[src/lcdtg_ram.sv]
`timescale 1ns / 1ps

module lcdtg_ram #(
    parameter int WIDTH = 8,
    parameter int DEPTH = 256
) (
    input  logic                     aclk,
    input  logic                     we,
    input  logic                     re,
    input  logic [$clog2(DEPTH)-1:0] addr,
    input  logic [WIDTH-1:0]         wdata,
    output logic [WIDTH-1:0]         rdata
);

    logic [WIDTH-1:0] mem_reg [DEPTH];
    logic [WIDTH-1:0] rdata_reg;

    // Single port: write or registered read, read data held until the next read
    always_ff @(posedge aclk) begin
        if (we) begin
            mem_reg[addr] <= wdata;
        end
        if (re) begin
            rdata_reg <= mem_reg[addr];
        end
    end

    assign rdata = rdata_reg;

endmodule

[config.mk]
export PLATFORM = sky130hd
export DESIGN_NAME = lcdtg_ram
export DESIGN_NICKNAME = d
export VERILOG_FILES = /design/src/lcdtg_ram.sv
export SDC_FILE = /design/constraint.sdc
export NUM_CORES = 2
export LEC_CHECK = 0
export BUFFER_PORTS_ARGS = -buffer_cell sky130_fd_sc_hd__buf_2
export CAP_MARGIN = 20
export CELL_PAD_IN_SITES_DETAIL_PLACEMENT = 1
export CELL_PAD_IN_SITES_GLOBAL_PLACEMENT = 2
export CORE_MARGIN = 8
export CORE_UTILIZATION = 55
export DETAILED_ROUTE_END_ITERATION = 12
export PLACE_DENSITY = 0.91
export SYNTH_ARGS = -nofsm -noshare
export SYNTH_HDL_FRONTEND = slang
export SYNTH_SLANG_ARGS = --single-unit
[constraint.sdc]
create_clock -name aclk -period 8.7 [get_ports aclk]
set_clock_uncertainty 0.15 [all_clocks]
set_input_delay 1.305 -clock aclk [delete_from_list [all_inputs] [get_ports aclk]]
set_output_delay 1.305 -clock aclk [all_outputs]
set_load 0.02 [all_outputs]
==> metrics.txt <==
Final period util=55.5%; multi-input logic area=15800 um2; setup bufs post-CTS=0; H-tree depth=4; flip-flop and latch area=61700 um2; area grow syn2layout=11.6%; final worst-path setup slack=about 3.9 ns; WL/cell=37.1 um; GRT Residual Overflow=0; DR vias=39500; Util after Layout=61.9%; Boundary Pins=27; top cells by count, synth=2056 x edfxtp_1, 512 x mux4_2, 256 x a22oi_1; critical path start-end classification=in -> reg; status=finished clean; Hold Path Cell Cnt=1; largest family of logic cells by synthesized area=multiplexers; total power=slightly above 20 mW; Final GP Congestion=0.808; worst endpoint required time=9.01 ns; count leader, synth=edfxtp_1; Row Count=138; Leak Pwr=around 27 nW; Post-Syn Instances=3547; largest net degree at the start of global routing=roughly 150; #FFs+latches synth=2056; syn avg cell area=22.2 um2; Seq/Total Area, Yosys=78.6%; VDD IR-drop max=299 uV; Hold/Removal Path Class=in -> reg; measured slew at the worst slew-check pin=1.35 ns; total wire length=212000 um; mean number of vias per cell=6.93; hpwl dp=117000 um; Synthesized Nets=about 3600; core box area=142000 um2; max-cap violations=0; setup TNS=0 ns; CTS root buffer=clkbuf_16; initial drt markers=5750; mux contribution to synthesized area=14.7%; endpoints failing setup=0; ANT nets after route=0; DR pass1 iterations=6; CTS sink count=2056; number of synthesized flops with an enable pin=2056; CTS buffer count=194; RSZ-0062 raised after global routing=no; minimum hold slack=about 0.78 ns; die area=155000 um2; number of flip-flops in the largest register=about 2000; ys flop type=edfxtp_1; R2R depth=5; endpoints failing hold=0; vias in the first global route=41100; Yosys top cell area share=78.6%; Max Fclk=207 MHz; CTS tree=built; Synth Area in Adders=0%; Total GRT Usage=26.8%; Crit. End Element=flip-flop; synthesized area=just under 80000 um2; Slew Limit Fails=0; CP max FO=104; post-CTS resize count=0; P per Cell Area=between 200 and 250 nW/um2; hold_buf cts=0; CP arrival=5.13 ns; worst skew pair latency=0.83 ns; most area-consuming cells after synthesis=edfxtp_1 79%, mux4_2 15%, a22oi_1 2.4%, nor2_1 1.1%, a21oi_1 0.82%; Slew headroom=between 10% and 20%; PortBufs=26; Synth Area in Compound Gates=3.62%; top cell type by total area after synthesis=edfxtp_1; Die Wd=just under 400 um; Netlist cell types=21; share of layout cells above drive strength 1=24.7%; Worst Setup Start Kind=primary input; Worst Setup Slack post-DPL=2.92 ns; deepest clock path buffer count=3; global-route wire length before repair=302000 um; Fill cells=11300; die height=394 um; clk slew on worst S/H paths=0.07 ns; Starting Density=55.4%; # DRC=0; Final min period=4.82 ns; yosys warns=0; share of synthesized registers carrying an async set or reset=0%; Final nets=3662; initial antenna violation count=7; Post-Synth XOR/XNOR Area=0%; simple-gate area share of the yosys netlist=about 1.7%
## cell type report
type	instances	area share [%]
diodes	7	0.0200
well taps	1890	2.70
repair buffers	132	1.33
inverters	1	0.00428
clock inverters	134	1.73
clock buffers	227	5.77
flip-flops and latches	2056	70.4
multi-input cells	1258	18.0
## routing by layer
metal,vias up,track usage [%],part of all wire (%)
met1,21000,36.0,36
met5,-,0,0.0066
li1,15300,-,-
met3,479,5.84,11
met4,2,9.66,3.8
met2,2722,43.7,49
## critical path, cell delays in order
cell	delay, ns
buf_8	0.59
buf_12	0.70
mux4_2	0.61
a22oi_1	0.44
a21oi_1	0.23
o41ai_1	0.52
buf_4	0.23
nand4_1	0.23
## cells by family (layout without fill, tap and decap cells)
group | Yosys count | after routing
DFF | 2056 | 2056
muxes | 512 | 512
AOI/OAI and AO/OA | 416 | 416
and+or+nand+nor | 330 | 330
buffers and inverters | 233 | 494
other | 0 | 7
## metrics by stage
stage / instances / cell area (um2)
after floorplan: 3547 / 78600
after global placement: 5319 / 80900
after detailed placement: 5329 / 81000
after CTS: 5690 / 87600
after global routing: 5698 / 87700
final: 5705 / 87700
## worst paths after layout
| check | from | end | slack, ns |
|---|---|---|---|
| min reg2reg | mem_reg[122][5] | rdata[5] | 0.98 |
| max | addr[0] | rdata[1] | 3.88 |
| max reg2reg | mem_reg[159][7] | rdata[7] | 5.48 |
| min | re | rdata[5] | 0.78 |
## where the power goes
part	leakage, nW	total, mW	switching, mW	internal, mW
Clock	3.22	8.86	3.74	5.12
Sequential	18.5	10.9	0.0145	10.9
Combinational	4.89	0.921	0.621	0.300
## cell usage in the layout, fill, tap and decap left out, types with 3 or more instances in the layout
master,count
clkinvlp_4,3
clkbuf_8,8
clkbuf_16,198
edfxtp_1,2056
a22oi_1,256
clkinv_2,36
clkinv_1,51
inv_6,5
diode_2,7
o41ai_1,26
nand3_1,13
nand4_1,8
o41ai_2,6
mux4_2,512
bufinv_16,32
clkbuf_1,29
nand2_1,28
nand2b_1,4
a21oi_1,128
nor3_1,28
buf_12,10
buf_2,23
buf_4,85
nor2b_1,4
nor2_1,231
Note: power is estimated with default switching activity, not from simulation.
