`config.mk`:
```
export PLATFORM = sky130hd
export DESIGN_NAME = lcdtg_timing
export DESIGN_NICKNAME = d
export VERILOG_FILES = /design/src/lcdtg_pkg.sv /design/src/lcdtg_timing.sv
export SDC_FILE = /design/constraint.sdc
export NUM_CORES = 1
export LEC_CHECK = 0
export BUFFER_PORTS_ARGS = -buffer_cell sky130_fd_sc_hd__buf_2
export CAP_MARGIN = 5
export CORE_ASPECT_RATIO = 1.4
export CORE_MARGIN = 2
export CORE_UTILIZATION = 52
export DETAILED_ROUTE_END_ITERATION = 8
export MAX_ROUTING_LAYER = met4
export PLACE_DENSITY_LB_ADDON = 0.25
export SETUP_SLACK_MARGIN = 0.4
export SYNTH_ARGS = -nofsm -noshare
export SYNTH_HDL_FRONTEND = slang
export SYNTH_SLANG_ARGS = --single-unit
```
`constraint.sdc`:
```
create_clock -name aclk -period 3.5 [get_ports aclk]
set_clock_uncertainty 0.2 [all_clocks]
set_input_delay 0.35 -clock aclk [delete_from_list [all_inputs] [get_ports aclk]]
set_output_delay 0.35 -clock aclk [all_outputs]
set_load 0.02 [all_outputs]
```
`src/lcdtg_pkg.sv`:
```
`timescale 1ns / 1ps

package lcdtg_pkg;

    // Memory sizes and bases in the CPU address map
    localparam int VIDEO_BYTES = 8192;
    localparam int ATTR_BYTES  = 160;
    localparam int VIDEO_AW    = $clog2(VIDEO_BYTES);
    localparam int ATTR_AW     = $clog2(ATTR_BYTES);
    localparam logic [15:0] VIDEO_BASE = 16'h8000;
    localparam logic [15:0] ATTR_BASE  = 16'hFE00;
    localparam logic [7:0]  BLOCKED_BYTE = 8'hFF;

    // Line and frame timing
    localparam int VISIBLE_LINES = 144;
    localparam int TOTAL_LINES   = 154;
    localparam int DOTS_PER_LINE = 456;
    localparam int SCAN_DOTS     = 80;
    localparam int DRAW_DOTS     = 200;
    localparam int DRAW_END      = (SCAN_DOTS + DRAW_DOTS >= DOTS_PER_LINE) ?
                                   DOTS_PER_LINE - 1 : SCAN_DOTS + DRAW_DOTS;

    // Display modes
    localparam logic [1:0] MODE_HBLANK = 2'd0;
    localparam logic [1:0] MODE_VBLANK = 2'd1;
    localparam logic [1:0] MODE_SCAN   = 2'd2;
    localparam logic [1:0] MODE_DRAW   = 2'd3;

    // Commands
    localparam logic [1:0] CMD_TICK  = 2'd0;
    localparam logic [1:0] CMD_READ  = 2'd1;
    localparam logic [1:0] CMD_WRITE = 2'd2;

    // Access status
    localparam logic [1:0] ST_DONE     = 2'd0;
    localparam logic [1:0] ST_BLOCKED  = 2'd1;
    localparam logic [1:0] ST_UNMAPPED = 2'd2;

    // Configuration register indexes
    localparam logic [1:0] CFG_PPU_ENABLE     = 2'd0;
    localparam logic [1:0] CFG_LINE_COMPARE   = 2'd1;
    localparam logic [1:0] CFG_STAT_SELECT    = 2'd2;
    localparam logic [1:0] CFG_LCD_IRQ_ENABLE = 2'd3;

    // STAT source bits in stat_select
    localparam int SRC_HBLANK = 0;
    localparam int SRC_VBLANK = 1;
    localparam int SRC_SCAN   = 2;
    localparam int SRC_MATCH  = 3;

    typedef struct packed {
        logic       ppu_enable;
        logic [7:0] line_compare;
        logic [3:0] stat_select;
        logic       lcd_irq_enable;
    } lcdtg_cfg_t;

    // Timing view after one item
    typedef struct packed {
        logic [1:0] mode;
        logic [7:0] line;
        logic       line_match;
        logic       vblank_irq;
        logic       stat_irq;
    } lcdtg_view_t;

endpackage

```
`src/lcdtg_timing.sv`:
```
`timescale 1ns / 1ps

module lcdtg_timing (
    input  logic                     aclk,
    input  logic                     aresetn,
    input  logic                     tick,
    input  lcdtg_pkg::lcdtg_cfg_t    cfg,
    output logic [1:0]               mode_now,
    output lcdtg_pkg::lcdtg_view_t   view
);
    import lcdtg_pkg::*;

    logic [8:0] dot_reg,   dot_next;
    logic [7:0] line_reg,  line_next;
    logic [1:0] mode_reg,  mode_next;
    logic       match_reg, match_next;
    logic       prev_reg,  prev_next;
    logic [8:0] dot_inc;
    logic [8:0] line_inc;
    logic       src;
    logic       vblank;
    logic [3:0] src_on;

    assign src_on = cfg.lcd_irq_enable ? cfg.stat_select : 4'd0;

    // Advance dot, mode and line on an enabled tick
    always_comb begin
        dot_inc    = dot_reg + 9'd1;
        line_inc   = {1'b0, line_reg} + 9'd1;
        dot_next   = dot_reg;
        line_next  = line_reg;
        mode_next  = mode_reg;
        match_next = match_reg;
        prev_next  = prev_reg;
        src        = 1'b0;
        vblank     = 1'b0;
        if (tick) begin
            dot_next = dot_inc;
            case (mode_reg)
                MODE_SCAN: begin
                    if (dot_inc >= 9'(SCAN_DOTS)) begin
                        mode_next = MODE_DRAW;
                    end
                end
                MODE_DRAW: begin
                    if (dot_inc >= 9'(DRAW_END)) begin
                        mode_next = MODE_HBLANK;
                        src       = src_on[SRC_HBLANK];
                    end
                end
                default: begin
                    if (dot_inc >= 9'(DOTS_PER_LINE)) begin
                        dot_next = 9'd0;
                        if (mode_reg == MODE_HBLANK && line_inc == 9'(VISIBLE_LINES)
                            && line_inc < 9'(TOTAL_LINES)) begin
                            mode_next = MODE_VBLANK;
                            vblank    = 1'b1;
                            src       = src_on[SRC_VBLANK];
                            line_next = line_inc[7:0];
                        end else if (mode_reg == MODE_HBLANK
                                     || line_inc >= 9'(TOTAL_LINES)) begin
                            mode_next = MODE_SCAN;
                            src       = src_on[SRC_SCAN];
                            line_next = (line_inc >= 9'(TOTAL_LINES)) ? 8'd0 : line_inc[7:0];
                        end else begin
                            line_next = line_inc[7:0];
                        end
                        match_next = (line_next == cfg.line_compare);
                        if (match_next && src_on[SRC_MATCH]) begin
                            src = 1'b1;
                        end
                    end
                end
            endcase
            prev_next = src;
        end
    end

    always_ff @(posedge aclk) begin
        if (!aresetn) begin
            dot_reg   <= 9'd0;
            line_reg  <= 8'd0;
            mode_reg  <= MODE_HBLANK;
            match_reg <= 1'b0;
            prev_reg  <= 1'b0;
        end else begin
            dot_reg   <= dot_next;
            line_reg  <= line_next;
            mode_reg  <= mode_next;
            match_reg <= match_next;
            prev_reg  <= prev_next;
        end
    end

    assign mode_now        = mode_reg;
    assign view.mode       = mode_next;
    assign view.line       = line_next;
    assign view.line_match = match_next;
    assign view.vblank_irq = vblank;
    assign view.stat_irq   = tick && src && !prev_reg;

endmodule

```
==> key figures, run 1 <==
Detailed routing
  • Highest signal layer in the routed design: met4
  • Post-DR vias/cell: about 6.3
  • Met3 Wirelength: 297 um
  • WL/cell: about 19 um
  • DR vias: around 2300
  • DRC: 0
  • Iteration-0 DRC Markers: 152
  • Met1 WL: 2.62 mm
  • Number of routed nets with antenna violations: 0
  • Total routed wirelength: 7.21 mm
  • Routed length on met2: 4.04 mm
  • Detailed-routing iteration count for the pre-antenna-repair pass: 5

Critical path
  • Arrival time of data at the critical path endpoint: 3.00 ns
  • Number of cell instances on the worst register-to-register path: 11
  • Critical path capture point type: output pin
  • Peak fanout along the critical path: 5
  • Startpoint of the worst setup timing path: line_reg[0]
  • R2R Setup Slk: 0.36 ns
  • Data required time of the worst path: roughly 3 ns
  • Crit Path Category: register to output pin
  • Element type at the critical path start: register
  • End of the worst register-to-register path: prev_reg
  • Last element of the critical path: view[0]
  • Start of the worst register-to-register path: line_reg[0]

Final layout
  • Area Growth Syn to Fin: 49.8%
  • Layout fillers: 222
  • Number of flip-flops under the largest register name: 9
  • Layout cells sized above 1: 0.463
  • Antenna Diode Count: 0
  • Final cell area excluding filler cells: 3040 um^2
  • Final Net Count: 351

Synth
  • Yosys synthesis warning count: 0
  • Avg Synthesized Cell Area: 7.71 um^2
  • Share of synthesized registers carrying an async set or reset: 0
  • Post-Synthesis Cells: around 260
  • Dominant register cell in the synthesized netlist: sky130_fd_sc_hd__dfxtp_1
  • Number of unique standard cell types used by synthesis: 67
  • Synthesized net count: 285
  • Count of flip-flops with a built-in enable after synthesis: 0
  • Flop and latch count out of synthesis: 21
  • Mapped cell area: between 2000 and 2500 um^2
  • Share of synthesized area occupied by flip-flops and latches: 0.207

Hold path
  • Class of the tightest hold or removal check: register to register
  • Depth of the worst hold-timing path: 2

Floorplanning
  • Number of top-level pins: 32
  • Die height: 77.9 um
  • Starting density of the core: 0.547
  • Area inside the core boundary: 3710 um^2
  • Row Count: 26
  • Horizontal die dimension: roughly 57 um
  • Total die area: 4420 um^2

Clock network
  • Number of sinks on the clock net: 21
  • TritonCTS clock tree: done
  • Cts bufs inserted: 3
  • Clock buffer depth: 2
  • Clock Tree Root: sky130_fd_sc_hd__clkbuf_8
  • Clock Pin Slew Worst Setup and Hold Paths: about 0.08 ns
  • CTS hold repair buffers: 0
  • H-Tree Depth: 1
  • Latest clock arrival within the worst-skew pair: between 0.2 and 0.3 ns

Run status
  • Run status: complete, but fails checks
  • Violated checks: setup timing

STA
  • Setup TNS: -0.0513 ns
  • Time the final worst path needs with I/O delays and setup: between 3 and 4 ns
  • Worst slack on hold paths: 0.285 ns
  • Slew at the pin closest to its max-slew limit: 0.514 ns
  • Headroom to the max-slew limit: 0.656
  • Portion of the clock cycle consumed by the worst path in the final layout: 1.01
  • Final worst slack: -0.0513 ns
  • Setup repair after global routing missed its margin: yes
  • Final slew viol count: 0
  • Number of hold-slack violations in the final timing report: 0
  • Top achievable clock speed: 282 MHz
  • Final Setup Violations: 1

Pwr
  • Net Sw Power: about 0.13 mW
  • Clock power frac: 0.325
  • Power share of the sequential group: 0.492
  • Fraction of power spent switching nets: 0.269
  • Power density of the placed cells: 164 nW/um^2
  • P_leak: 1.30 nW
  • Internal power consumption: approximately 0.36 mW
  • Power share of the combinational group: 0.182
  • VDD IR-drop max: ~210 uV

Global routing
  • Via count of the first global-routing pass: 2164
  • Pin count of the biggest net entering global routing: 22
  • Global Route Usage Sum: 0.282
  • Wire length of the first global-routing pass: 9.74 mm
  • Number of antenna violations at the first check in global routing: 0
  • GR Overflow Total: 0

Placement
  • Port buffer count: 30
  • Final weighted congestion of routability-driven global placement: 0.845
  • HPWL after detailed placement: ~4.2 mm
  • Post-placement cell area: roughly 2300 um^2

Run
  • Max Cap Violations: 0
==> critical path, stage by stage (launching register included) <==
cell and delay (ns):
sky130_fd_sc_hd__dfxtp_4 0.37, sky130_fd_sc_hd__ha_4 0.20, sky130_fd_sc_hd__buf_12 0.14, sky130_fd_sc_hd__a211o_1 0.31, sky130_fd_sc_hd__a31oi_4 0.29, sky130_fd_sc_hd__a31oi_1 0.14, sky130_fd_sc_hd__or3b_2 0.51, sky130_fd_sc_hd__a2111oi_2 0.39
sky130_fd_sc_hd__a211oi_2 0.15, sky130_fd_sc_hd__nor2_2 0.12, sky130_fd_sc_hd__buf_6 0.12
==> power by group through the flow <==
stage / clock network (mW) / logic, mW / registers (mW)
2_1_floorplan: 0 / 0.0425 / 0.252
3_3_place_gp: 0 / 0.0654 / 0.252
3_5_place_dp: 0 / 0.0668 / 0.252
4_1_cts: 0.165 / 0.0751 / 0.247
5_1_grt: 0.176 / 0.0971 / 0.245
6_report: 0.162 / 0.0906 / 0.245
==> synth_stat cells, types with 6 or more instances <==
library cell	instances	area, um^2
sky130_fd_sc_hd__nor2b_1	12	75.1
sky130_fd_sc_hd__nand2_1	28	105
sky130_fd_sc_hd__nand3_1	11	55.1
sky130_fd_sc_hd__a21oi_1	11	55.1
sky130_fd_sc_hd__and2_1	12	75.1
sky130_fd_sc_hd__o21ai_0	15	75.1
sky130_fd_sc_hd__nor3_1	9	45.0
sky130_fd_sc_hd__a21boi_0	7	52.6
sky130_fd_sc_hd__nor2_1	16	60.1
sky130_fd_sc_hd__buf_2	11	55.1
sky130_fd_sc_hd__dfxtp_1	21	420
sky130_fd_sc_hd__xnor2_1	6	52.6
sky130_fd_sc_hd__inv_1	9	33.8
==> layer usage <==
layer,GRT usage,vias up
met5,-,-
met4,0.142,0
met3,0.0250,26
met2,0.531,93
met1,0.281,1136
li1,-,1090
==> how the worst min path moves through the flow <==
stage	startpoint	to	slack, ns
after floorplan	dot_reg[8]	dot_reg[8]	0.25
after global placement	dot_reg[8]	dot_reg[8]	0.26
after detailed placement	prev_reg	prev_reg	0.27
after CTS	tick	dot_reg[1]	0.28
after global routing	prev_reg	prev_reg	0.31
final	prev_reg	prev_reg	0.28
==> cell families after synthesis <==
family | after synthesis | synth area share
xor+xnor | 13 | 0.0667
mux | 3 | 0.0154
compound gates | 71 | 0.273
simple gates | 120 | 0.335
buf+inv | 30 | 0.0716
fa+ha+maj | 5 | 0.0309
flops | 21 | 0.207
==> layout by cell type (no fill, tap or decap), types with 4 or more instances in the layout <==
| cell | count |
|---|---|
| sky130_fd_sc_hd__a21boi_0 | 6 |
| sky130_fd_sc_hd__a21oi_1 | 9 |
| sky130_fd_sc_hd__and2_1 | 11 |
| sky130_fd_sc_hd__buf_2 | 18 |
| sky130_fd_sc_hd__buf_4 | 48 |
| sky130_fd_sc_hd__buf_6 | 12 |
| sky130_fd_sc_hd__dfxtp_1 | 10 |
| sky130_fd_sc_hd__dfxtp_2 | 6 |
| sky130_fd_sc_hd__dfxtp_4 | 5 |
| sky130_fd_sc_hd__inv_1 | 8 |
| sky130_fd_sc_hd__nand2_1 | 28 |
| sky130_fd_sc_hd__nand3_1 | 10 |
| sky130_fd_sc_hd__nor2_1 | 13 |
| sky130_fd_sc_hd__nor2b_1 | 10 |
| sky130_fd_sc_hd__nor3_1 | 6 |
| sky130_fd_sc_hd__o21ai_0 | 8 |
| sky130_fd_sc_hd__o21ai_1 | 5 |
| sky130_fd_sc_hd__o31ai_4 | 4 |
| sky130_fd_sc_hd__xnor2_1 | 4 |
| sky130_fd_sc_hd__xor2_1 | 5 |
==> metrics by stage <==
stage	util	instances	setup slack (ns)	power (mW)
floorplan	-	263	0.412	0.294
global placement	0.607	332	0.118	0.318
detailed placement	0.607	332	0.0785	0.319
CTS	0.705	350	0.0783	0.487
global route	0.818	370	-0.0776	0.518
finish	0.818	370	-0.0513	0.497
==> final cells by class <==
type / instances / area, um^2 / area share
clock buffers: 4 / 45.0 / 0.0148
well taps: 42 / 52.6 / 0.0173
repair buffers: 81 / 641 / 0.211
inverters: 10 / 37.5 / 0.0124
multi-input cells: 212 / 1810 / 0.597
flip-flops and latches: 21 / 447 / 0.147
==> what timing repair did <==
item	CTS	global route
pin swaps	17	21
buffers inserted	14	20
resized for setup	50	60
gates cloned	0	0
hold endpoints to repair	0	0
endpoints found under the setup margin	14	13
No activity file was read; power rests on OpenSTA's default activity.
==> run 2, diff against run 1 <==
==> constraint.sdc (replaced) <==
create_clock -name aclk -period 3.5 [get_ports aclk]
set_clock_uncertainty 0.2 [all_clocks]
set_input_delay 0.175 -clock aclk [delete_from_list [all_inputs] [get_ports aclk]]
set_output_delay 0.175 -clock aclk [all_outputs]
set_load 0.02 [all_outputs]
==> run 2 against run 1 <==
  * The run now ends clean
  * Register-to-register slack better by 0.19 ns
  * Via count shrank 6.2%
  * Sequential share of layout area grew 1.8 points
  * Critical path type unchanged
  * Cell count decreased by 5.7%
  * First-iteration DRC count fell by 12%
  * Flip-flop and latch count stayed put
  * Global-route usage down 1.4 points
  * Core utilization decreased by 11 points
  * Largest power group unchanged
  * Critical path depth up 1
  * Combinational power shrank 19%
  * Clock power is 6% higher
  * Highest routed layer unchanged
==> key figures, run 2 (synthesis gave the netlist of run 1 again) <==
Run status
  • Run status: finished, final reports clean

Placement
  • Port buffer count: 30 (unchanged)
  • HPWL after detailed placement: 3.86 mm (-7.1%)
  • Final weighted congestion of routability-driven global placement: 0.887 (+5.0%)
  • Worst setup timing slack at the placement stage: 0.351 ns (+0.272 ns)

Detailed routing
  • WL/cell: 17.4 um (-11%)
  • Number of routed nets with antenna violations: 0 (unchanged)
  • DRC: 0 (unchanged)
  • Total routed wirelength: 6.07 mm (-16%)
  • Iteration-0 DRC Markers: 134 (-12%)
  • Post-DR vias/cell: 6.30 (-0.54%)
  • DR vias: 2200 (-6.2%)
  • Detailed-routing iteration count for the pre-antenna-repair pass: 4 (-1)

STA
  • Worst slack on hold paths: 0.0898 ns (-0.195 ns)
  • Time the final worst path needs with I/O delays and setup: 3.35 ns (-0.203 ns)
  • Final Setup Violations: 0 (-1)
  • Slew at the pin closest to its max-slew limit: 0.730 ns (+0.216 ns)
  • Top achievable clock speed: 299 MHz (+6.1%)
  • Number of hold-slack violations in the final timing report: 0 (unchanged)
  • Final worst slack: 0.151 ns (+0.203 ns)
  • Headroom to the max-slew limit: 0.510 (-0.146)
  • Setup repair after global routing missed its margin: yes
  • Final slew viol count: 0 (unchanged)
  • Setup TNS: 0 ns (+0.0513 ns)
  • Portion of the clock cycle consumed by the worst path in the final layout: 0.957 (-0.0579)

Final layout
  • Most frequent standard cell in the layout excluding fill and tap cells: sky130_fd_sc_hd__buf_4
  • Most frequent cells in the layout: sky130_fd_sc_hd__buf_4 (33), sky130_fd_sc_hd__nand2_1 (28), sky130_fd_sc_hd__buf_2 (23), sky130_fd_sc_hd__nor2_1 (15)
  • Antenna Diode Count: 0 (unchanged)
  • Layout fillers: 284 (+28%)
  • Area Growth Syn to Fin: 30.2%
  • Final core occ: 0.712 (-0.107)
  • Layout cells sized above 1: 0.378 (-0.0856)
  • Final Net Count: 330 (-6.0%)
  • Number of flip-flops under the largest register name: 9 (unchanged)

Critical path
  • Data required time of the worst path: 3.12 ns (+0.17 ns)
  • Element type at the critical path start: register
  • Arrival time of data at the critical path endpoint: 2.97 ns (-0.03 ns)
  • Critical path capture point type: output pin
  • Crit Path Category: register to output pin
  • Peak fanout along the critical path: 5 (unchanged)

Global routing
  • GR Overflow Total: 0 (unchanged)
  • Via count of the first global-routing pass: 1979 (-8.5%)
  • Pin count of the biggest net entering global routing: 22 (unchanged)
  • Wire length of the first global-routing pass: 9.28 mm (-4.7%)
  • Number of antenna violations at the first check in global routing: 0 (unchanged)
  • Global Route Usage Sum: 0.268 (-0.0142)

Pwr
  • P_leak: 1.09 nW (-16%)
  • VDD IR-drop max: 157 uV (-25%)
  • Power density of the placed cells: 187 nW/um^2 (+14%)

Floorplanning
  • Row Count: 26 (unchanged)
  • Horizontal die dimension: 56.8 um (unchanged)
  • Number of top-level pins: 32 (unchanged)
  • Die height: 77.9 um (unchanged)
  • Area inside the core boundary: 3710 um^2 (unchanged)
  • Total die area: 4420 um^2 (unchanged)
  • Starting density of the core: 0.547 (unchanged)

Clock network
  • Clock buffer depth: 2 (unchanged)
  • Number of sinks on the clock net: 21 (unchanged)
  • Clock Pin Slew Worst Setup and Hold Paths: 0.09 ns (about the same)
  • H-Tree Depth: 1 (unchanged)
  • TritonCTS clock tree: done
  • Clock Tree Root: sky130_fd_sc_hd__clkbuf_8
  • Cts bufs inserted: 3 (unchanged)
  • Latest clock arrival within the worst-skew pair: 0.27 ns (about the same)

Run
  • Max Cap Violations: 0 (unchanged)

Hold path
  • Class of the tightest hold or removal check: primary input to register
-- run 2: final timing paths --
path              cells after the start          to   startpoint  slack (ns)
setup / recovery                     11     view[0]  line_reg[0]        0.15
hold / removal                        3  dot_reg[1]         tick        0.09
setup reg to reg                     11    prev_reg  line_reg[0]        0.55
hold reg to reg                       2    prev_reg     prev_reg        0.28
-- run 2: worst max-delay path: stages, from the launching register on --
cell	delay, ns
sky130_fd_sc_hd__dfxtp_2	0.35
sky130_fd_sc_hd__buf_6	0.13
sky130_fd_sc_hd__ha_4	0.27
sky130_fd_sc_hd__nor3b_2	0.19
sky130_fd_sc_hd__o32ai_2	0.11
sky130_fd_sc_hd__o211ai_2	0.25
sky130_fd_sc_hd__nand3_4	0.13
sky130_fd_sc_hd__or4b_4	0.52
sky130_fd_sc_hd__a311oi_4	0.37
sky130_fd_sc_hd__a211oi_2	0.13
sky130_fd_sc_hd__nor2_1	0.12
sky130_fd_sc_hd__buf_4	0.14
-- run 2: cell type report --
cell class	instances	area, um^2	area share
clock buffer	4	45.0	0.0171
inverter	10	37.5	0.0142
multi-input combinational	212	1660	0.629
sequential	21	435	0.165
tap	42	52.6	0.0199
timing repair buffer	60	408	0.155
-- run 2: metal layers --
layer / vias up / routed length (um) / GRT usage
li1: 1045 / - / -
met1: 1047 / 2280 / 0.296
met2: 86 / 3290 / 0.467
met3: 22 / 256 / 0.0233
met4: 0 / 242 / 0.144
met5: - / 0 / -
-- run 2: power by group --
group / leakage (nW) / internal, mW / switching [mW]
sequential: 0.175 / 0.242 / 0.00562
clock: 0.0228 / 0.0815 / 0.0908
combinational: 0.891 / 0.0319 / 0.0413
total: 1.09 / 0.355 / 0.138
-- run 2: timing repair --
action                     in CTS  in global routing
cloned                          0                  0
pin swaps                       7                 13
hold buffers                    0                  0
setup endpoints to repair      12                 13
setup buffers                   9                  8
resized for setup              21                 42
-- run 2: through the flow --
step / area (um^2) / std cells / total power, mW
6_report: 2640 / 349 / 0.493
3_3_place_gp: 2220 / 328 / 0.316
2_1_floorplan: 2030 / 263 / 0.294
5_1_grt: 2640 / 349 / 0.516
3_5_place_dp: 2220 / 328 / 0.318
4_1_cts: 2410 / 341 / 0.489
